`config.mk`:
```
export PLATFORM = sky130hd
export DESIGN_NAME = json_string_escape_utf8_check_unit_flat
export DESIGN_NICKNAME = d
export VERILOG_FILES = /design/src/design/jseu_pkg.sv /design/src/design/jseu_if.sv /design/src/design/jseu_front.sv /design/src/design/jseu_queue.sv /design/src/design/jseu_back.sv /design/src/design/json_string_escape_utf8_check_unit.sv /design/src/flat_wrapper.sv
export SDC_FILE = /design/constraint.sdc
export NUM_CORES = 1
export LEC_CHECK = 0
export BUFFER_PORTS_ARGS = -buffer_cell sky130_fd_sc_hd__buf_4
export CAP_MARGIN = 5
export CELL_PAD_IN_SITES_DETAIL_PLACEMENT = 2
export CELL_PAD_IN_SITES_GLOBAL_PLACEMENT = 2
export CORE_ASPECT_RATIO = 0.8
export CORE_MARGIN = 4
export CORE_UTILIZATION = 30
export CTS_BUF_LIST = sky130_fd_sc_hd__clkbuf_8
export CTS_CLUSTER_DIAMETER = 150
export DETAILED_ROUTE_END_ITERATION = 7
export GPL_ROUTABILITY_DRIVEN = 0
export PLACE_DENSITY = 0.71
export RECOVER_POWER = 100
export SKIP_LAST_GASP = 1
export SYNTH_ARGS = -nofsm -noshare
export SYNTH_HDL_FRONTEND = slang
export SYNTH_SLANG_ARGS = --single-unit
```
`constraint.sdc`:
```
create_clock -name clk -period 12.1 [get_ports clk]
set_clock_uncertainty 0.2 [all_clocks]
set_input_delay 2.42 -clock clk [delete_from_list [all_inputs] [get_ports clk]]
set_output_delay 2.42 -clock clk [all_outputs]
set_load 0.01 [all_outputs]
```
`src/design/jseu_pkg.sv`:
```
// Package for the JSON string escape / UTF-8 check unit.
// Shared constants, queue word types and escape helper functions. No dependencies.
package jseu_pkg;

    localparam int COUNT_BITS_DEF = 16;
    localparam int LIMIT_BITS = 16;
    localparam logic [LIMIT_BITS-1:0] LIMIT_RESET = 16'd4096;
    localparam int QUEUE_DEPTH = 4;

    localparam logic [1:0] KIND_NONE  = 2'd0;
    localparam logic [1:0] KIND_PLAIN = 2'd1;
    localparam logic [1:0] KIND_ESC2  = 2'd2;
    localparam logic [1:0] KIND_ESC6  = 2'd3;

    localparam logic [7:0] CH_QUOTE  = 8'h22;
    localparam logic [7:0] CH_BSLASH = 8'h5C;
    localparam logic [7:0] CH_U      = 8'h75;
    localparam logic [7:0] CH_ZERO   = 8'h30;
    localparam logic [7:0] CH_A      = 8'h61;

    typedef struct packed {
        logic       open;
        logic [1:0] kind;
        logic [7:0] body;
        logic       close;
        logic       err;
        logic       ovf;
    } job_t;

    typedef struct packed {
        logic valid;
        job_t job;
    } push_t;

    typedef struct packed {
        logic full;
        logic empty;
    } qstat_t;

    // second char of a two-char escape, zero if none
    function automatic logic [7:0] esc_char(input logic [7:0] b);
        logic [7:0] c;
        case (b)
            8'h22:   c = CH_QUOTE;
            8'h5C:   c = CH_BSLASH;
            8'h08:   c = 8'h62;
            8'h0C:   c = 8'h66;
            8'h0A:   c = 8'h6E;
            8'h0D:   c = 8'h72;
            8'h09:   c = 8'h74;
            default: c = 8'h00;
        endcase
        return c;
    endfunction

    function automatic logic [7:0] hex_digit(input logic [3:0] nib);
        logic [7:0] c;
        if (nib < 4'd10)
        begin
            c = CH_ZERO + {4'd0, nib};
        end
        else
        begin
            c = CH_A + {4'd0, nib - 4'd10};
        end
        return c;
    endfunction

endpackage

```
`src/design/jseu_if.sv`:
```
// Handshake interfaces for source bytes and encoded output bytes.
// Depends on nothing; used by the unit's modules.
interface jseu_in_if;
    logic       valid;
    logic       ready;
    logic [7:0] byte_value;
    logic       is_first;
    logic       is_last;
    logic       no_byte;

    modport source(output valid, output byte_value, output is_first, output is_last,
                   output no_byte, input ready);
    modport sink(input valid, input byte_value, input is_first, input is_last,
                 input no_byte, output ready);
endinterface

interface jseu_out_if;
    logic       valid;
    logic       ready;
    logic [7:0] out_char;
    logic       run_last;
    logic       string_end;
    logic       utf8_error;
    logic       budget_overflow;

    modport source(output valid, output out_char, output run_last, output string_end,
                   output utf8_error, output budget_overflow, input ready);
    modport sink(input valid, input out_char, input run_last, input string_end,
                 input utf8_error, input budget_overflow, output ready);
endinterface

```
`src/design/jseu_front.sv`:
```
// Front end: accepts source words, runs the UTF-8 check and the byte budget,
// and pushes at most one job per word into the queue. Uses jseu_pkg and jseu_in_if.
module jseu_front #(
    parameter int COUNT_BITS = jseu_pkg::COUNT_BITS_DEF
) (
    input  logic                               clk,
    input  logic                               rst_n,
    input  logic [jseu_pkg::LIMIT_BITS-1:0]    output_limit,
    jseu_in_if.sink                            raw,
    input  jseu_pkg::qstat_t                   qstat,
    output jseu_pkg::push_t                    push
);
    import jseu_pkg::*;

    localparam int CW = ((COUNT_BITS > LIMIT_BITS) ? COUNT_BITS : LIMIT_BITS) + 1;
    localparam logic [CW-1:0] CNT_MAX = CW'({COUNT_BITS{1'b1}});

    logic [1:0]            cont_reg, cont_next;
    logic [20:0]           acc_reg, acc_next;
    logic [2:0]            seq_reg, seq_next;
    logic                  bad_reg, bad_next;
    logic [COUNT_BITS-1:0] cnt_reg, cnt_next;
    logic                  ovf_reg, ovf_next;

    logic                  accept;
    logic [7:0]            b;
    logic [7:0]            esc;
    logic [1:0]            kind;
    logic [2:0]            blen;
    logic [CW-1:0]         lim_w;
    logic [CW-1:0]         cnt1, sum_b, cnt2;
    logic                  ovf1, ovf2, ovf3;
    logic                  fits, emit;
    logic [1:0]            c0, c1;
    logic [20:0]           a0, a1;
    logic [2:0]            s0, s1;
    logic                  bd0, bd1, bad_end;

    assign raw.ready = !qstat.full;
    assign accept    = raw.valid && !qstat.full;
    assign b         = raw.byte_value;
    assign esc       = esc_char(b);
    assign lim_w     = CW'(output_limit);

    always_comb
    begin
        if (esc != 8'h00)
        begin
            kind = KIND_ESC2;
            blen = 3'd2;
        end
        else if (b < 8'h20)
        begin
            kind = KIND_ESC6;
            blen = 3'd6;
        end
        else
        begin
            kind = KIND_PLAIN;
            blen = 3'd1;
        end
    end

    // budget
    always_comb
    begin
        cnt1  = raw.is_first ? CW'(1) : CW'(cnt_reg);
        ovf1  = raw.is_first ? (output_limit == '0) : ovf_reg;
        sum_b = cnt1 + CW'(blen);
        fits  = !ovf1 && (sum_b <= lim_w);
        emit  = !raw.no_byte && fits;
        if (emit)
        begin
            cnt2 = (sum_b > CNT_MAX) ? CNT_MAX : sum_b;
        end
        else
        begin
            cnt2 = cnt1;
        end
        ovf2 = ovf1 || (!raw.no_byte && !fits);
        ovf3 = ovf2 || ((cnt2 + CW'(1)) > lim_w);
    end

    // UTF-8 check
    always_comb
    begin
        c0 = raw.is_first ? 2'd0  : cont_reg;
        a0 = raw.is_first ? 21'd0 : acc_reg;
        s0 = raw.is_first ? 3'd0  : seq_reg;
        bd0 = raw.is_first ? 1'b0 : bad_reg;
        c1 = c0;
        a1 = a0;
        s1 = s0;
        bd1 = bd0;
        if (!raw.no_byte)
        begin
            if ((c0 != 2'd0) && (b[7:6] == 2'b10))
            begin
                a1 = {a0[14:0], b[5:0]};
                c1 = c0 - 2'd1;
                if (c1 == 2'd0)
                begin
                    if (((s0 == 3'd2) && (a1 < 21'h80)) ||
                        ((s0 == 3'd3) && (a1 < 21'h800)) ||
                        ((s0 == 3'd4) && (a1 < 21'h10000)) ||
                        (a1 > 21'h10FFFF) ||
                        ((a1 >= 21'hD800) && (a1 <= 21'hDFFF)))
                    begin
                        bd1 = 1'b1;
                    end
                end
            end
            else
            begin
                if (c0 != 2'd0)
                begin
                    bd1 = 1'b1;
                    c1 = 2'd0;
                end
                if (b <= 8'h7F)
                begin
                    s1 = 3'd1;
                end
                else if ((b >= 8'hC2) && (b <= 8'hDF))
                begin
                    s1 = 3'd2;
                    c1 = 2'd1;
                    a1 = {16'd0, b[4:0]};
                end
                else if ((b >= 8'hE0) && (b <= 8'hEF))
                begin
                    s1 = 3'd3;
                    c1 = 2'd2;
                    a1 = {17'd0, b[3:0]};
                end
                else if ((b >= 8'hF0) && (b <= 8'hF4))
                begin
                    s1 = 3'd4;
                    c1 = 2'd3;
                    a1 = {18'd0, b[2:0]};
                end
                else
                begin
                    bd1 = 1'b1;
                    s1 = 3'd0;
                end
            end
        end
        bad_end = bd1 || (raw.is_last && (c1 != 2'd0));
    end

    always_comb
    begin
        cont_next = cont_reg;
        acc_next  = acc_reg;
        seq_next  = seq_reg;
        bad_next  = bad_reg;
        cnt_next  = cnt_reg;
        ovf_next  = ovf_reg;
        if (accept)
        begin
            if (raw.is_last)
            begin
                cont_next = '0;
                acc_next  = '0;
                seq_next  = '0;
                bad_next  = 1'b0;
                cnt_next  = '0;
                ovf_next  = 1'b0;
            end
            else
            begin
                cont_next = c1;
                acc_next  = a1;
                seq_next  = s1;
                bad_next  = bd1;
                cnt_next  = cnt2[COUNT_BITS-1:0];
                ovf_next  = ovf2;
            end
        end
    end

    always_ff @(posedge clk or negedge rst_n)
    begin
        if (!rst_n)
        begin
            cont_reg <= '0;
            acc_reg  <= '0;
            seq_reg  <= '0;
            bad_reg  <= 1'b0;
            cnt_reg  <= '0;
            ovf_reg  <= 1'b0;
        end
        else
        begin
            cont_reg <= cont_next;
            acc_reg  <= acc_next;
            seq_reg  <= seq_next;
            bad_reg  <= bad_next;
            cnt_reg  <= cnt_next;
            ovf_reg  <= ovf_next;
        end
    end

    always_comb
    begin
        push.valid     = accept && (raw.is_first || emit || raw.is_last);
        push.job.open  = raw.is_first;
        push.job.kind  = emit ? kind : KIND_NONE;
        push.job.body  = (esc != 8'h00) ? esc : b;
        push.job.close = raw.is_last;
        push.job.err   = bad_end;
        push.job.ovf   = ovf3;
    end

endmodule

```
`src/design/jseu_queue.sv`:
```
// Short job queue between front and back end.
// Uses jseu_pkg for the job word and status types.
module jseu_queue (
    input  logic             clk,
    input  logic             rst_n,
    input  jseu_pkg::push_t  push,
    input  logic             pop,
    output jseu_pkg::job_t   head,
    output jseu_pkg::qstat_t qstat
);
    import jseu_pkg::*;

    localparam int QAW = $clog2(QUEUE_DEPTH);
    localparam logic [QAW:0] QFULL = (QAW + 1)'(QUEUE_DEPTH);

    job_t           mem [QUEUE_DEPTH];
    logic [QAW-1:0] wr_reg, wr_next;
    logic [QAW-1:0] rd_reg, rd_next;
    logic [QAW:0]   cnt_reg, cnt_next;
    logic           do_push, do_pop;

    assign qstat.full  = (cnt_reg == QFULL);
    assign qstat.empty = (cnt_reg == '0);
    assign do_push     = push.valid && !qstat.full;
    assign do_pop      = pop && !qstat.empty;
    assign head        = mem[rd_reg];

    always_comb
    begin
        wr_next  = do_push ? wr_reg + 1'b1 : wr_reg;
        rd_next  = do_pop ? rd_reg + 1'b1 : rd_reg;
        cnt_next = cnt_reg;
        if (do_push && !do_pop)
        begin
            cnt_next = cnt_reg + 1'b1;
        end
        else if (do_pop && !do_push)
        begin
            cnt_next = cnt_reg - 1'b1;
        end
    end

    always_ff @(posedge clk)
    begin
        if (do_push)
        begin
            mem[wr_reg] <= push.job;
        end
    end

    always_ff @(posedge clk or negedge rst_n)
    begin
        if (!rst_n)
        begin
            wr_reg  <= '0;
            rd_reg  <= '0;
            cnt_reg <= '0;
        end
        else
        begin
            wr_reg  <= wr_next;
            rd_reg  <= rd_next;
            cnt_reg <= cnt_next;
        end
    end

endmodule

```
`src/design/jseu_back.sv`:
```
// Back end: expands the queue head job into output bytes, one per cycle while enc
// is ready, through an output register. Uses jseu_pkg and jseu_out_if.
module jseu_back (
    input  logic             clk,
    input  logic             rst_n,
    input  jseu_pkg::job_t   head,
    input  jseu_pkg::qstat_t qstat,
    output logic             pop,
    jseu_out_if.source       enc
);
    import jseu_pkg::*;

    logic [2:0] pos_reg, pos_next;
    logic       vld_reg, vld_next;
    logic [7:0] char_reg, char_next;
    logic       runl_reg, runl_next;
    logic       end_reg, end_next;
    logic       err_reg, err_next;
    logic       ovf_reg, ovf_next;

    logic       take, load;
    logic [2:0] blen;
    logic [3:0] n;
    logic [2:0] last_pos;
    logic       at_last;
    logic [2:0] rel;
    logic [7:0] ch;

    function automatic logic [7:0] body_char(input job_t j, input logic [2:0] r);
        logic [7:0] c;
        case (j.kind)
            KIND_ESC2:
            begin
                c = (r == 3'd0) ? CH_BSLASH : j.body;
            end
            KIND_ESC6:
            begin
                case (r)
                    3'd0:    c = CH_BSLASH;
                    3'd1:    c = CH_U;
                    3'd2:    c = CH_ZERO;
                    3'd3:    c = CH_ZERO;
                    3'd4:    c = hex_digit(j.body[7:4]);
                    default: c = hex_digit(j.body[3:0]);
                endcase
            end
            default:
            begin
                c = j.body;
            end
        endcase
        return c;
    endfunction

    always_comb
    begin
        case (head.kind)
            KIND_PLAIN: blen = 3'd1;
            KIND_ESC2:  blen = 3'd2;
            KIND_ESC6:  blen = 3'd6;
            default:    blen = 3'd0;
        endcase
    end

    assign n        = {3'd0, head.open} + {1'b0, blen} + {3'd0, head.close};
    assign last_pos = 3'(n - 4'd1);
    assign at_last  = (pos_reg == last_pos);
    assign rel      = pos_reg - {2'd0, head.open};
    assign take     = !vld_reg || enc.ready;
    assign load     = take && !qstat.empty;
    assign pop      = load && at_last;

    always_comb
    begin
        if (head.open && (pos_reg == 3'd0))
        begin
            ch = CH_QUOTE;
        end
        else if (rel < blen)
        begin
            ch = body_char(head, rel);
        end
        else
        begin
            ch = CH_QUOTE;
        end
    end

    always_comb
    begin
        pos_next  = pos_reg;
        vld_next  = vld_reg;
        char_next = char_reg;
        runl_next = runl_reg;
        end_next  = end_reg;
        err_next  = err_reg;
        ovf_next  = ovf_reg;
        if (take)
        begin
            vld_next = load;
        end
        if (load)
        begin
            pos_next  = at_last ? 3'd0 : pos_reg + 3'd1;
            char_next = ch;
            runl_next = at_last;
            end_next  = at_last && head.close;
            err_next  = at_last && head.close && head.err;
            ovf_next  = at_last && head.close && head.ovf;
        end
    end

    always_ff @(posedge clk or negedge rst_n)
    begin
        if (!rst_n)
        begin
            pos_reg <= '0;
            vld_reg <= 1'b0;
        end
        else
        begin
            pos_reg <= pos_next;
            vld_reg <= vld_next;
        end
    end

    always_ff @(posedge clk)
    begin
        char_reg <= char_next;
        runl_reg <= runl_next;
        end_reg  <= end_next;
        err_reg  <= err_next;
        ovf_reg  <= ovf_next;
    end

    assign enc.valid           = vld_reg;
    assign enc.out_char        = char_reg;
    assign enc.run_last        = runl_reg;
    assign enc.string_end      = end_reg;
    assign enc.utf8_error      = err_reg;
    assign enc.budget_overflow = ovf_reg;

endmodule

```
`src/design/json_string_escape_utf8_check_unit.sv`:
```
// Top level of the JSON string escape unit with UTF-8 check and byte budget.
// Holds output_limit; uses jseu_pkg, jseu_if, jseu_front, jseu_queue, jseu_back.
//
//  channel  | dir | handshake        | word
//  ---------+-----+------------------+------------------------------------------
//  raw      | in  | valid/ready      | byte_value, is_first, is_last, no_byte
//  enc      | out | valid/ready      | out_char, run_last, string_end, flags
//  cfg      | in  | cfg_we           | cfg_wdata -> output_limit
//
// A source word is accepted every cycle while the 4-job queue is not full; its
// first output byte passes the queue and the back end's output register to enc.
// The back end sends one byte per cycle while enc is ready: 0..8 bytes a word
// (6 for a \u00hh escape). Reset sets output_limit to 4096 and clears string
// state and queue; no clearing pass. Output stalls back up the queue to raw.ready.
module json_string_escape_utf8_check_unit #(
    parameter int COUNT_BITS = jseu_pkg::COUNT_BITS_DEF
) (
    input  logic                            clk,
    input  logic                            rst_n,
    input  logic                            cfg_we,
    input  logic [jseu_pkg::LIMIT_BITS-1:0] cfg_wdata,
    jseu_in_if.sink                         raw,
    jseu_out_if.source                      enc
);
    import jseu_pkg::*;

    logic [LIMIT_BITS-1:0] limit_reg, limit_next;
    push_t                 push;
    job_t                  head;
    qstat_t                qstat;
    logic                  pop;

    assign limit_next = cfg_we ? cfg_wdata : limit_reg;

    always_ff @(posedge clk or negedge rst_n)
    begin
        if (!rst_n)
        begin
            limit_reg <= LIMIT_RESET;
        end
        else
        begin
            limit_reg <= limit_next;
        end
    end

    jseu_front #(
        .COUNT_BITS(COUNT_BITS)
    ) u_front (
        .clk          (clk),
        .rst_n        (rst_n),
        .output_limit (limit_reg),
        .raw          (raw),
        .qstat        (qstat),
        .push         (push)
    );

    jseu_queue u_queue (
        .clk   (clk),
        .rst_n (rst_n),
        .push  (push),
        .pop   (pop),
        .head  (head),
        .qstat (qstat)
    );

    jseu_back u_back (
        .clk   (clk),
        .rst_n (rst_n),
        .head  (head),
        .qstat (qstat),
        .pop   (pop),
        .enc   (enc)
    );

    a_no_push_full: assert property (@(posedge clk) disable iff (!rst_n)
        qstat.full |-> !push.valid)
        else $error("job pushed into full queue");

    a_end_is_last: assert property (@(posedge clk) disable iff (!rst_n)
        (enc.valid && enc.string_end) |-> enc.run_last)
        else $error("closing quote not last of its word");

    a_flags_on_close: assert property (@(posedge clk) disable iff (!rst_n)
        (enc.valid && !enc.string_end) |-> (!enc.utf8_error && !enc.budget_overflow))
        else $error("verdict flags off the closing quote");

    a_quote_queued: assert property (@(posedge clk) disable iff (!rst_n)
        (raw.valid && raw.ready && (raw.is_first || raw.is_last)) |=> !qstat.empty)
        else $error("quote word not queued");

endmodule

```
`src/flat_wrapper.sv`:
```
// flat-port wrapper written by rule: the top's interface ports become plain ports
module json_string_escape_utf8_check_unit_flat import jseu_pkg::*;
#(
    parameter int COUNT_BITS = jseu_pkg::COUNT_BITS_DEF
)
  (clk, rst_n, cfg_we, cfg_wdata, raw_valid, raw_byte_value, raw_is_first, raw_is_last, raw_no_byte, raw_ready, enc_valid, enc_out_char, enc_run_last, enc_string_end, enc_utf8_error, enc_budget_overflow, enc_ready);
  jseu_in_if raw_i ();
  jseu_out_if enc_i ();
  input  logic clk;
  input  logic rst_n;
  input  logic cfg_we;
  input  logic [jseu_pkg::LIMIT_BITS-1:0] cfg_wdata;
  input wire logic [$bits(raw_i.valid)-1:0] raw_valid;
  input wire logic [$bits(raw_i.byte_value)-1:0] raw_byte_value;
  input wire logic [$bits(raw_i.is_first)-1:0] raw_is_first;
  input wire logic [$bits(raw_i.is_last)-1:0] raw_is_last;
  input wire logic [$bits(raw_i.no_byte)-1:0] raw_no_byte;
  output wire logic [$bits(raw_i.ready)-1:0] raw_ready;
  output wire logic [$bits(enc_i.valid)-1:0] enc_valid;
  output wire logic [$bits(enc_i.out_char)-1:0] enc_out_char;
  output wire logic [$bits(enc_i.run_last)-1:0] enc_run_last;
  output wire logic [$bits(enc_i.string_end)-1:0] enc_string_end;
  output wire logic [$bits(enc_i.utf8_error)-1:0] enc_utf8_error;
  output wire logic [$bits(enc_i.budget_overflow)-1:0] enc_budget_overflow;
  input wire logic [$bits(enc_i.ready)-1:0] enc_ready;
  assign raw_i.valid = raw_valid;
  assign raw_i.byte_value = raw_byte_value;
  assign raw_i.is_first = raw_is_first;
  assign raw_i.is_last = raw_is_last;
  assign raw_i.no_byte = raw_no_byte;
  assign raw_ready = raw_i.ready;
  assign enc_valid = enc_i.valid;
  assign enc_out_char = enc_i.out_char;
  assign enc_run_last = enc_i.run_last;
  assign enc_string_end = enc_i.string_end;
  assign enc_utf8_error = enc_i.utf8_error;
  assign enc_budget_overflow = enc_i.budget_overflow;
  assign enc_i.ready = enc_ready;
  json_string_escape_utf8_check_unit #(.COUNT_BITS(COUNT_BITS)) u_core (.clk(clk), .rst_n(rst_n), .cfg_we(cfg_we), .cfg_wdata(cfg_wdata), .raw(raw_i), .enc(enc_i));
endmodule
```
* Word level (Yosys, flattened, before mapping)
Memories as Yosys holds them, arrays and structs flattened. Index checks and enable logic that the tools add are counted.
Operators by class: add/subtract/negate cells 18, order comparisons 20, equality and inequality tests 20, mux-type cells 60, bitwise logic cells 1, reduce and logical (&&, ||, !) cells 53
Operator list (count):
- 21-bit 2-to-1 mux | 8
- 7-bit one-hot mux with 7 select lines | 1
- 8-bit by 4-bit equality test with 1-bit output, second input constant | 5
- 3-bit 2-to-1 mux | 13
- 17-bit 2-to-1 mux | 2
- 16-bit 2-to-1 mux | 2
- 8-bit 2-to-1 mux | 4
- 8-bit one-hot mux with 4 select lines | 1
- 8-bit >= comparator, second input constant | 3
- 8-bit less-or-equal comparator, second input constant | 3
- 1-bit logical AND | 24
- 2-bit 2-to-1 mux | 12
- 21-bit by 16-bit >= comparator with 1-bit output, second input constant | 1
- 21-bit > comparator, second input constant | 1
- 21-bit by 16-bit less-or-equal comparator with 1-bit output, second input constant | 1
- 21-bit by 12-bit less-than comparator with 1-bit output, second input constant | 1
- 21-bit by 17-bit less-than comparator with 1-bit output, second input constant | 1
- 21-bit by 8-bit less-than comparator with 1-bit output, second input constant | 1
- 16-bit by 3-bit adder with 17-bit output | 1
- 17-bit by 1-bit adder with 17-bit output, second input constant | 1
- 17-bit by 16-bit > comparator with 1-bit output | 1
- 17-bit by 16-bit > comparator with 1-bit output, second input constant | 1
- 17-bit by 16-bit less-or-equal comparator with 1-bit output | 1
- 7-bit by 4-bit adder with 8-bit output, first input constant | 2
- other kinds (33) | 81
Storage, ports and cells: bits in registers 83, memory bits (writable) 56, input port bits 32, output and inout bits 14, word-level logic and storage cells 190, memories 1
Memory list:
- u_core.u_queue.mem | depth 4, bits a word 14, read ports 1, clocked after Yosys merged registers in 0, write ports 1, line jseu_queue.sv:16 | job_t mem [QUEUE_DEPTH];

* Depth between registers and ports, before layout
Gate-level depths: netlist of the first run.
word-level depth 16, gate-level depth with buffers 39, depth with buffers taken out 37

* Cells and area by module
A second synthesis of the first run with hierarchy kept.
Unflattened totals: cell total of the unflattened synthesis 859, area, all modules 8862.2 µm²
By module, submodules not included:
- jseu_front | instances 1, cells an instance 583, area each 4491.8 µm²
- jseu_queue | instances 1, cells an instance 109, area each 2462.4 µm²
- jseu_back | instances 1, cells an instance 133, area each 1257.5 µm²
- json_string_escape_utf8_check_unit | instances 1, cells an instance 34, area each 650.6 µm²

* Least setup slack after synthesis of the first run
No wires, ideal clock.
kind input -> register, from input port raw_byte_value[2], to memory u_core.u_queue.mem[0][0] (netlist bit) (data pin), data arrival time 9145 ps, required time 11635 ps, path slack 2491 ps, cell stages on the path 36, path buffers 3, cell sequence clkbuf_1 > o21ai_0 > a32oi_1 > or3_1 > a21oi_1 > nor2_1 > ha_1 > fa_1 > a21oi_1 > nor4b_2 > and3_1 > xnor2_1 > nor2_1 > ha_1 > a211o_1 > o211ai_1 > a21oi_1 > a2111o_1 > a21oi_2 > buf_6 > buf_2 > nor2_1 > a31oi_1 > ha_1 > nand2_1 > nor3_1 > mux2i_2 > a21o_1 > nor3_2 > xor2_1 > ha_1 > a2111oi_0 > nand2_1 > a211o_1 > a21o_1 > a31o_1
RTL lines:
- start: declaration | line flat_wrapper.sv:14 | input wire logic [$bits(raw_i.byte_value)-1:0] raw_byte_value;
- end: declaration | line jseu_queue.sv:16

==> results by group, run 1 <==
Clocking
  • Clock sinks: 133
  • Setup Fix Bufs, Post-CTS: 0
  • Clk buf depth: 2
  • CTS Root Cell: clkbuf_8
  • Cts repair resizes: 0
  • TritonCTS clock tree: built
  • Cts bufs inserted: 17
  • Clock latency on the worst-skew pair: 0.47 ns
  • Clock slew at reported path FFs: 0.09 ns
  • CTS Hold Bufs: 0
  • H-Tree Depth: 4

Floorplanning
  • Starting Density: 30.56%
  • Area of the core: 27,430 um^2
  • Die area: 30,700 um^2
  • Row cnt: 54
  • Ports: 46
  • DIE WIDTH: 194.9 um
  • Die Y: 157.5 um

Critical path
  • Worst path arrival time: 10.57 ns
  • Slowest cell delay on critical path: 0.81 ns
  • Crit. End Element: flop
  • CP max-delay cell: a21o_1
  • Worst Path Required: 12.10 ns
  • Top delay family on crit path: simple AND/OR/NAND/NOR gates
  • Worst Path Buf+Inv: 3
  • Worst Path Max Fanout: 26
  • Critical Path Source Type: input pin
  • Most numerous cell on the critical path: nor2_1
  • Critical path type: in2reg

Synth
  • Synth warnings: 0
  • Adder-Cell Fraction of Synth Area: 9.223%
  • Post-Synthesis Net Count: 922
  • Cell Area, Synth: 8384 um^2
  • Post-synth top area share: 24.35%
  • Seq/Total Area, Yosys: 43.77%
  • Syn Inst Count: 830
  • Post-synth EDFFs: 68
  • Synth Flop Type: edfxtp_1
  • Most used standard cell by instance count after synthesis: nand2_1
  • Compound-Gate Fraction of Synth Area: 16.22%
  • Post-Synth XOR/XNOR Area: 4.701%
  • Leading area contributor after synthesis: edfxtp_1
  • Synth async-reset ratio: 48.87%
  • Post-synthesis cell type count: 86
  • Top post-synthesis cells by area: edfxtp_1, dfrtp_1, ha_1
  • Main combinational cell family by area after synthesis: simple AND/OR/NAND/NOR gates
  • Mapped Avg Cell Area: 10.10 um^2
  • FF+latch count, synth: 133
  • Post-Synth Simple-Gate Area: 17.15%
  • Top post-synthesis cells by count: nand2_1, o21ai_0, edfxtp_1, dfrtp_1, ha_1
  • Mux contribution to synthesized area: 4.940%

GRT
  • First-pass GRT wire length: 41,290 um
  • Initial antenna violation count: 0
  • Largest net degree at the start of global routing: 59
  • Grt ovf: 0
  • Overall routing resource usage: 16.96%
  • Vias in the first global route: 7,258

Run status
  • Outcome: finished with violations
  • Violated checks: max-capacitance violations, max-slew violations

Detailed routing
  • Total number of vias: 6,595
  • Via density: 5.306
  • WL per Instance: 20.32 um
  • WL final: 25,260 um
  • DR iter-0 viols: 264
  • DRC: 0
  • Routed Antenna Nets: 0
  • DRT Pass-1 Iters: 4

STA
  • Rel. slew slack: -136.0%
  • Top achievable clock speed: 94.68 MHz
  • Worst-case hold slack: 0.2987 ns
  • Slew @ Worst Pin: 3.540 ns
  • Final setup viols: 0
  • Fin crit share: 87.29%
  • Final min period: 10.56 ns
  • Setup TNS: 0 ns
  • Unrepaired setup endpoints after global routing: false
  • Final hold vios: 0
  • Fin. max-slew vios: 79

Pwr
  • Logic pwr share: 41.4%
  • Pint: 0.001132 W
  • Flop pwr share: 34.2%
  • P_sw: 0.0007284 W
  • Clock power share: 24.4%
  • Pwr Total: 0.001861 W
  • Sw Ratio: 39.15%
  • P_leak: 3.847 nW
  • VDD IR-drop max: 105.8 uV
  • Pwr per Cell Area: 197.2 nW/um^2

Placement
  • Placed cell area: 9075 um^2
  • I/O Buffers: 45
  • DP HPWL: 18,580 um

Cells and area
  • Layout cell share with drive strength beyond 1: 11.95%
  • Antenna cell count: 0
  • Max reg flops: 56
  • Design area: 9437 um^2
  • Fill count: 3,031
  • Area grow syn2layout: 12.55%
  • Final #Nets: 958

Flow run
  • Maxcap violations: 2

Hold path
  • HP Class: reg2reg
## cell families after synthesis
| kind of cell | count (synthesis) |
|---|---|
| flip-flops | 133 |
| buffers and inverters | 83 |
| AND/OR/NAND/NOR | 280 |
| AO/OA/AOI/OAI | 206 |
| adder cells (fa/ha/maj) | 60 |
| XOR/XNOR | 45 |
| multiplexers | 23 |
## area by class of cell
cell class	count	area, um^2	share of cell area, %
Clock buffer	17	234.0	2.479
Clock inverter	15	227.7	2.413
Inverter	49	183.9	1.949
Multi-Input combinational cell	614	4365	46.26
Sequential cell	133	3670	38.89
Tap cell	364	455.4	4.826
Timing Repair Buffer	51	300.3	3.182
## layer usage
metal | routed length (um) | track usage [%] | up-vias
met5 | 0 | 0 | -
met4 | 189 | 3.091 | 0
met3 | 562 | 3.488 | 18
met2 | 12190 | 28.33 | 54
met1 | 12320 | 23.25 | 3405
li1 | - | - | 3118
## worst min-delay path, cell delays in order, from the launching register on
cell and delay, ns:
dfrtp_1 0.35, nand2_1 0.05, o21ai_0 0.06
## metrics by stage
step	setup WS, ns	std cells	utilization (%)
4_1_cts	1.933	1243	34.77
5_1_grt	0.6057	1243	34.40
2_1_floorplan	2.491	830	-
3_5_place_dp	1.435	1211	33.08
3_3_place_gp	1.815	1211	33.08
6_report	1.538	1243	34.40
## power by group through the flow
stage / Sequential (W) / Clock, W / Combinational (W)
floorplan: 0.000636 / 0 / 0.000539
global placement: 0.000644 / 0 / 0.000750
detailed placement: 0.000648 / 0 / 0.000789
CTS: 0.000639 / 0.000464 / 0.000802
global route: 0.000649 / 0.000487 / 0.000858
finish: 0.000637 / 0.000454 / 0.000770
## cell usage in the layout, fill, tap and decap left out, drive strengths merged, types with 5 or more instances in the layout
cell type   n
ha         57
nor2b      21
bufinv      5
inv        55
nand3      19
or2         6
buf        29
nand2b      8
a21o        5
and3       10
nor4       14
o21ai      72
a21oi      46
clkbuf     39
nand4      10
a22oi       6
xnor2      29
mux4       14
xor2       16
or3        10
edfxtp     68
nor2       52
o211ai      7
mux2i       5
nor3       18
a32oi       5
a22o       19
dfrtp      64
and2        6
nand2      90
## path summary, 6_finish.rpt
path                       slack (ns)                              startpoint                                endpoint  cells after the start
max                              1.54                       raw_byte_value[5]      u_core.u_queue.mem[0][0]$_DFFE_PP_                     35
min                              0.30  u_core.u_front.cont_reg[0]$_DFFE_PN0P_  u_core.u_front.cont_reg[0]$_DFFE_PN0P_                      2
max reg2reg                      4.10   u_core.u_front.cnt_reg[1]$_DFFE_PN0P_      u_core.u_queue.mem[0][0]$_DFFE_PP_                     28
min reg2reg                      0.30  u_core.u_front.cont_reg[0]$_DFFE_PN0P_  u_core.u_front.cont_reg[0]$_DFFE_PN0P_                      2
max in group asynchronous        6.28                                   rst_n  u_core.u_front.acc_reg[12]$_DFFE_PN0P_                      2
min in group asynchronous        1.69                                   rst_n    u_core.u_back.pos_reg[2]$_DFFE_PN0P_                      1
No activity file was read; power rests on OpenSTA's default activity.
==> run 2: changes to the inputs <==
GPL_TIMING_DRIVEN = 0   (was not set)
PLACE_DENSITY = 0.7   (was 0.71)
SYNTH_HIERARCHICAL = 1   (was not set)
==> results by group, run 2 <==
Placement
  • I/O Buffers: 38 (was 45)
  • Post-place setup slack: -0.2519 ns (was 1.435 ns)
  • Inst Count DP: 1,267 (was 1,211)
  • DP HPWL: 21,980 um (was 18,580 um)

Floorplanning
  • Area of the core: 28,700 um^2 (was 27,430 um^2)
  • Die area: 32,370 um^2 (was 30,700 um^2)
  • Die Y: 161.7 um (was 157.5 um)
  • Starting Density: 30.88% (was 30.56%)
  • Row cnt: 55 (was 54)
  • DIE WIDTH: 200.2 um (was 194.9 um)
  • Ports: 46 (unchanged)

Hold path
  • HP Class: reg2reg (unchanged)

Detailed routing
  • DRT Pass-1 Iters: 5 (was 4)
  • Routed Antenna Nets: 0 (unchanged)
  • Via density: 5.474 (was 5.306)
  • DR iter-0 viols: 344 (was 264)
  • Total number of vias: 7,111 (was 6,595)
  • WL per Instance: 22.55 um (was 20.32 um)
  • DRC: 0 (unchanged)
  • WL final: 29,300 um (was 25,260 um)

Synth
  • Post-synth EDFFs: 68 (unchanged)
  • Post-synth top area share: 23.04% (was 24.35%)
  • Most used standard cell by instance count after synthesis: edfxtp_1 (was nand2_1)
  • Mapped Avg Cell Area: 10.32 um^2 (was 10.10 um^2)
  • Leading area contributor after synthesis: edfxtp_1 (unchanged)
  • Post-synthesis cell type count: 93 (was 86)
  • Synth warnings: 6 (was 0)
  • FF+latch count, synth: 133 (unchanged)
  • Syn Inst Count: 859 (was 830)
  • Cell Area, Synth: 8862 um^2 (was 8384 um^2)
  • Seq/Total Area, Yosys: 41.41% (was 43.77%)
  • Top post-synthesis cells by area: edfxtp_1, dfrtp_1, ha_1 (unchanged)
  • Synth async-reset ratio: 48.87% (unchanged)
  • Synth Flop Type: edfxtp_1 (unchanged)
  • Top post-synthesis cells by count: edfxtp_1, dfrtp_1, nand2_1, nor2_1, ha_1 (was nand2_1, o21ai_0, edfxtp_1, dfrtp_1, ha_1)
  • Post-Synthesis Net Count: 950 (was 922)

Clocking
  • Cts repair resizes: 0 (unchanged)
  • TritonCTS clock tree: built (unchanged)
  • CTS Hold Bufs: 0 (unchanged)
  • CTS Root Cell: clkbuf_8 (unchanged)
  • Setup Fix Bufs, Post-CTS: 0 (unchanged)
  • Clock sinks: 133 (unchanged)
  • Clk buf depth: 2 (unchanged)
  • Cts bufs inserted: 17 (unchanged)
  • Clock slew at reported path FFs: 0.08 ns (was 0.09 ns)
  • Clock latency on the worst-skew pair: 0.46 ns (was 0.47 ns)
  • H-Tree Depth: 4 (unchanged)

Cells and area
  • Util after Layout: 34.27% (was 34.40%)
  • Fill count: 3,151 (was 3,031)
  • Layout cell share with drive strength beyond 1: 12.49% (was 11.95%)
  • Commonest non-fill, non-tap cell in the layout: edfxtp_1 (was nand2_1)
  • Final #Nets: 1,007 (was 958)
  • Antenna cell count: 0 (unchanged)
  • Max reg flops: 56 (unchanged)
  • Area grow syn2layout: 10.96% (was 12.55%)
  • Cell Count, Final, Fillers Out: 1,299 (was 1,243)
  • Most frequent cells in the layout: edfxtp_1, dfrtp_1, nand2_1 (was nand2_1, o21ai_0, edfxtp_1)

Critical path
  • Critical path type: in2reg (unchanged)
  • Most numerous cell on the critical path: ha_1 (was nor2_1)
  • Worst Path Max Fanout: 10 (was 26)
  • CP max-delay cell: nor4_1 (was a21o_1)
  • Worst Path Required: 12.10 ns (about the same)
  • Worst path arrival time: 11.38 ns (was 10.57 ns)
  • Critical Path Source Type: input pin (unchanged)
  • Slowest cell delay on critical path: 0.63 ns (was 0.81 ns)
  • Crit. End Element: flop (unchanged)

GRT
  • Largest net degree at the start of global routing: 66 (was 59)
  • Grt ovf: 0 (unchanged)
  • Vias in the first global route: 7,661 (was 7,258)
  • Initial antenna violation count: 1 (was 0)
  • Overall routing resource usage: 18.14% (was 16.96%)
  • First-pass GRT wire length: 46,200 um (was 41,290 um)

STA
  • Final setup viols: 0 (unchanged)
  • Rel. slew slack: -169.7% (was -136.0%)
  • Final min period: 11.38 ns (was 10.56 ns)
  • Worst-case hold slack: 0.2948 ns (was 0.2987 ns)
  • Final hold vios: 0 (unchanged)
  • Post-route worst setup slack: 0.7215 ns (was 1.538 ns)
  • Fin. max-slew vios: 66 (was 79)
  • Top achievable clock speed: 87.89 MHz (was 94.68 MHz)
  • Setup TNS: 0 ns (unchanged)
  • Slew @ Worst Pin: 4.046 ns (was 3.540 ns)
  • Fin crit share: 94.04% (was 87.29%)
  • Unrepaired setup endpoints after global routing: false (unchanged)

Run status
  • Violated checks: max-capacitance violations, max-slew violations (unchanged)
  • Outcome: finished with violations (unchanged)

Pwr
  • VDD IR-drop max: 67.17 uV (was 105.8 uV)
  • P_leak: 3.985 nW (was 3.847 nW)
  • Pwr per Cell Area: 184.6 nW/um^2 (was 197.2 nW/um^2)

Flow run
  • Maxcap violations: 1 (was 2)
run 2: report_power, final:
group	leakage (nW)	internal, W	switching [W]
Sequential	1.47	0.000587	0.0000506
Combinational	2.30	0.000300	0.000492
Clock	0.211	0.000199	0.000188
run 2: kinds of logic (layout without fill, tap and decap cells):
logic type	count (synthesis)	in the layout	synth area share, %
xor gates and xnor gates	47	47	4.645
buffers and inverters	91	161	4.955
and+or+nand+nor	289	289	17.83
DFF	133	133	41.41
muxes	47	47	8.132
AOI/OAI and AO/OA	193	193	14.44
adders and majority gates	59	59	8.584
run 2: layer usage:
metal	global-route usage, %	routed length [um]	vias up
li1	-	-	3277
met1	27.34	15360	3704
met2	27.71	12790	113
met3	3.174	965	15
met4	3.159	161	2
met5	0	19	-
run 2: critical path, delay by kind of cell:
kind / cells / cell delay (ns)
AND/OR/NAND/NOR: 12 / 3.43
multiplexers: 1 / 0.20
AO/OA/AOI/OAI: 11 / 2.11
buffers and inverters: 5 / 1.60
XOR/XNOR: 1 / 0.24
adder cells (fa/ha/maj): 5 / 1.37
run 2: path summary, 6_finish.rpt:
kind | from | to | slack (ns) | depth (start not counted)
worst min-delay path | u_core/u_queue/cnt_reg[2]$_DFFE_PN0P_ | u_core/u_queue/cnt_reg[2]$_DFFE_PN0P_ | 0.29 | 1
worst max-delay path | raw_is_first | u_core/u_queue/mem[1][0]$_DFFE_PP_ | 0.72 | 35
max in group asynchronous | rst_n | u_core/u_back/enc.valid$_DFFE_PN0N_ | 6.26 | 1
min in group asynchronous | rst_n | u_core/u_front/cnt_reg[11]$_DFFE_PN0P_ | 3.17 | 1
worst max register to register | u_core/u_front/cnt_reg[0]$_DFFE_PN0P_ | u_core/u_queue/mem[1][0]$_DFFE_PP_ | 3.44 | 33
worst min register to register | u_core/u_queue/cnt_reg[2]$_DFFE_PN0P_ | u_core/u_queue/cnt_reg[2]$_DFFE_PN0P_ | 0.29 | 1
run 2: cell type report:
cell class | count | area, um^2 | share of cell area (%)
plain buffers | 47 | 203.9 | 2.074
clock buffers | 17 | 234.0 | 2.379
clock inverters | 15 | 152.6 | 1.552
inverters | 44 | 165.2 | 1.680
multi-input cells | 635 | 4720 | 48.00
flip-flops and latches | 133 | 3670 | 37.32
well taps | 370 | 462.9 | 4.708
repair buffers | 38 | 225.2 | 2.290
run 2: metrics by stage:
stage	instance area [um^2]	power [W]
4_1_cts	9997	0.001883
5_1_grt	9833	0.001949
3_3_place_gp	9610	0.001439
6_report	9833	0.001815
2_1_floorplan	8862	0.001217
3_5_place_dp	9610	0.001480
==> run 3: changes to the inputs <==
ABC_AREA = 1   (was not set)
CORE_MARGIN = not set   (was 4)
PLACE_DENSITY = 0.75   (was 0.7)
==> results by group, run 3 <==
GRT
  • Grt ovf: 0 (unchanged)
  • Vias in the first global route: 8,855 (was 7,661)
  • First-pass GRT wire length: 49,190 um (was 46,200 um)
  • Overall routing resource usage: 20.47% (was 18.14%)
  • Largest net degree at the start of global routing: 66 (unchanged)
  • Initial antenna violation count: 0 (was 1)

Detailed routing
  • DR iter-0 viols: 344 (unchanged)
  • WL per Instance: 18.27 um (was 22.55 um)
  • Total number of vias: 8,197 (was 7,111)
  • DRT Pass-1 Iters: 4 (was 5)
  • WL final: 30,770 um (was 29,300 um)
  • Via density: 4.868 (was 5.474)
  • DRC: 0 (unchanged)
  • Routed Antenna Nets: 0 (unchanged)

Cells and area
  • Layout cell share with drive strength beyond 1: 9.048% (was 12.49%)
  • Area grow syn2layout: 11.50% (was 10.96%)
  • Design area: 10,310 um^2 (was 9833 um^2)
  • Commonest non-fill, non-tap cell in the layout: nand2_1 (was edfxtp_1)
  • Fill count: 3,569 (was 3,151)
  • Max reg flops: 56 (unchanged)
  • FF/Latch Area: 3670 um^2 (unchanged)
  • Final #Nets: 1,350 (was 1,007)
  • Most frequent cells in the layout: nand2_1, inv_1, nor2_1 (was edfxtp_1, dfrtp_1, nand2_1)
  • Multi-input gate area: 4431 um^2 (was 4720 um^2)
  • Antenna cell count: 0 (unchanged)

STA
  • Final min period: 10.61 ns (was 11.38 ns)
  • Top achievable clock speed: 94.28 MHz (was 87.89 MHz)
  • Fin. max-slew vios: 66 (unchanged)
  • Fin crit share: 87.66% (was 94.04%)
  • Slew @ Worst Pin: 3.858 ns (was 4.046 ns)
  • Final hold vios: 0 (unchanged)
  • Unrepaired setup endpoints after global routing: false (unchanged)
  • Setup TNS: 0 ns (unchanged)
  • Rel. slew slack: -157.2% (was -169.7%)
  • Post-route worst setup slack: 1.494 ns (was 0.7215 ns)
  • Final setup viols: 0 (unchanged)

Critical path
  • Reg-to-reg startpoint: u_core/u_front/cnt_reg[0]$_DFFE_PN0P_ (unchanged)
  • R2R Setup Slk: 5.00 ns (was 3.44 ns)
  • Crit. End Element: flop (unchanged)
  • Cells on worst reg2reg path: 46 (was 33)
  • Worst Path Max Fanout: 10 (unchanged)
  • Worst setup path start: raw_is_first (unchanged)
  • Most numerous cell on the critical path: nand2_1 (was ha_1)
  • Worst path arrival time: 10.64 ns (was 11.38 ns)
  • Critical path type: in2reg (unchanged)
  • CP max-delay cell: clkbuf_1 (was nor4_1)
  • Critical Path Source Type: input pin (unchanged)
  • Worst Path Required: 12.13 ns (was 12.10 ns)
  • Slowest cell delay on critical path: 0.59 ns (was 0.63 ns)

Clocking
  • Clk buf depth: 2 (unchanged)
  • Clock sinks: 133 (unchanged)
  • Cts repair resizes: 0 (unchanged)
  • Setup Fix Bufs, Post-CTS: 0 (unchanged)
  • Clock latency on the worst-skew pair: 0.49 ns (was 0.46 ns)
  • TritonCTS clock tree: built (unchanged)
  • CTS Hold Bufs: 0 (unchanged)
  • H-Tree Depth: 4 (unchanged)
  • Cts bufs inserted: 17 (unchanged)
  • Clock slew at reported path FFs: 0.08 ns (about the same)
  • CTS Root Cell: clkbuf_8 (unchanged)

Floorplanning
  • Die area: 31,530 um^2 (was 32,370 um^2)
  • Die Y: 159.0 um (was 161.7 um)
  • Ports: 46 (unchanged)
  • Row cnt: 57 (was 55)
  • DIE WIDTH: 198.3 um (was 200.2 um)
  • Starting Density: 30.50% (was 30.88%)
  • Area of the core: 30,310 um^2 (was 28,700 um^2)

Pwr
  • P_sw: 0.0009003 W (was 0.0007303 W)
  • P_leak: 5.014 nW (was 3.985 nW)
  • Clock power share: 19.8% (was 21.3%)
  • Pwr per Cell Area: 193.9 nW/um^2 (was 184.6 nW/um^2)
  • Sw Ratio: 45.03% (was 40.23%)
  • Pint: 0.001099 W (was 0.001085 W)
  • VDD IR-drop max: 81.48 uV (was 67.17 uV)
  • Flop pwr share: 31.9% (was 35.1%)
  • Logic pwr share: 48.3% (was 43.6%)

Synth
  • Cell Area, Synth: 9245 um^2 (was 8862 um^2)
  • Synth Flop Type: edfxtp_1 (unchanged)
  • Most used standard cell by instance count after synthesis: nand2_1 (was edfxtp_1)
  • Post-Synthesis Net Count: 1,283 (was 950)
  • Post-synth top area share: 22.09% (was 23.04%)
  • Syn Inst Count: 1,192 (was 859)
  • Post-synthesis cell type count: 55 (was 93)
  • Top post-synthesis cells by count: nand2_1, inv_1, nor2_1, edfxtp_1, dfrtp_1 (was edfxtp_1, dfrtp_1, nand2_1, nor2_1, ha_1)
  • Synth async-reset ratio: 48.87% (unchanged)
  • Synth warnings: 6 (unchanged)
  • Seq/Total Area, Yosys: 39.69% (was 41.41%)
  • Post-synth EDFFs: 68 (unchanged)
  • Top post-synthesis cells by area: edfxtp_1, dfrtp_1, nand2_1 (was edfxtp_1, dfrtp_1, ha_1)
  • Leading area contributor after synthesis: edfxtp_1 (unchanged)
  • FF+latch count, synth: 133 (unchanged)
  • Mapped Avg Cell Area: 7.756 um^2 (was 10.32 um^2)

Flow run
  • Maxcap violations: 2 (was 1)

Hold path
  • Origin of the worst min-delay path: u_core/u_front/acc_reg[3]$_DFFE_PN0P_ (was u_core/u_queue/cnt_reg[2]$_DFFE_PN0P_)
  • Hold Path Cell Cnt: 2 (was 1)
  • HP Class: reg2reg (unchanged)

Placement
  • DP HPWL: 24,410 um (was 21,980 um)
  • Placed cell area: 10,130 um^2 (was 9610 um^2)
  • I/O Buffers: 44 (was 38)
  • Post-place setup slack: 1.345 ns (was -0.2519 ns)

Run status
  • Outcome: finished with violations (unchanged)
  • Violated checks: max-capacitance violations, max-slew violations (unchanged)
run 3: stage by stage:
stage	std cells	hold slack [ns]	power, W	util [%]
CTS	1684	0.2938	0.002096	34.72
floorplan	1192	0.2494	0.001348	-
finish	1684	0.2920	0.001999	34.01
global placement	1649	0.2686	0.001621	33.30
global route	1684	0.3272	0.002167	34.01
detailed placement	1653	0.2723	0.001685	33.41
run 3: worst max-delay path: cells and delay by family:
| family | cells | cell delay [ns] |
|---|---|---|
| AO/OA/AOI/OAI | 3 | 0.38 |
| XOR/XNOR | 2 | 0.41 |
| adder cells (fa/ha/maj) | 4 | 1.32 |
| buffers and inverters | 7 | 2.70 |
| AND/OR/NAND/NOR | 32 | 3.36 |
run 3: worst paths after layout:
kind | to
min | u_core/u_front/acc_reg[3]$_DFFE_PN0P_
min reg2reg | u_core/u_front/acc_reg[3]$_DFFE_PN0P_
max in group asynchronous | u_core/u_back/pos_reg[0]$_DFFE_PN0P_
min in group asynchronous | u_core/u_front/acc_reg[2]$_DFFE_PN0P_
max reg2reg | u_core/u_queue/mem[2][0]$_DFFE_PP_
max | u_core/u_queue/mem[2][0]$_DFFE_PP_
run 3: layer usage:
| layer | vias up | global-route usage, % | share of wire, % |
|---|---|---|---|
| li1 | 4003 | - | - |
| met4 | 0 | 4.017 | 0.70 |
| met2 | 85 | 32.09 | 45 |
| met1 | 4093 | 29.34 | 51 |
| met5 | - | 0 | 0 |
| met3 | 16 | 3.728 | 3.1 |
run 3: kinds of logic after synthesis:
family / Yosys count / synth area share [%]
simple gates: 561 / 26.82
buf+inv: 257 / 11.73
compound gates: 161 / 11.53
flops: 133 / 39.69
fa+ha+maj: 59 / 8.228
xor+xnor: 21 / 1.989
run 3: layout make-up:
| class | count | share of cell area (%) |
|---|---|---|
| buffer | 37 | 1.772 |
| sequential | 133 | 35.60 |
| clock buffer | 17 | 2.270 |
| multi-input combinational | 802 | 42.98 |
| clock inverter | 14 | 1.590 |
| tap | 413 | 5.013 |
| inverter | 220 | 8.047 |
| timing repair buffer | 48 | 2.731 |
run 3: power by group through the flow:
stage                     logic [W]  registers (W)  clock network, W
after floorplan            0.000702       0.000646                 0
after global placement     0.000979       0.000642                 0
after detailed placement    0.00104       0.000648                 0
after CTS                   0.00104       0.000639          0.000412
after global routing        0.00109       0.000646          0.000428
final                      0.000966       0.000637          0.000396
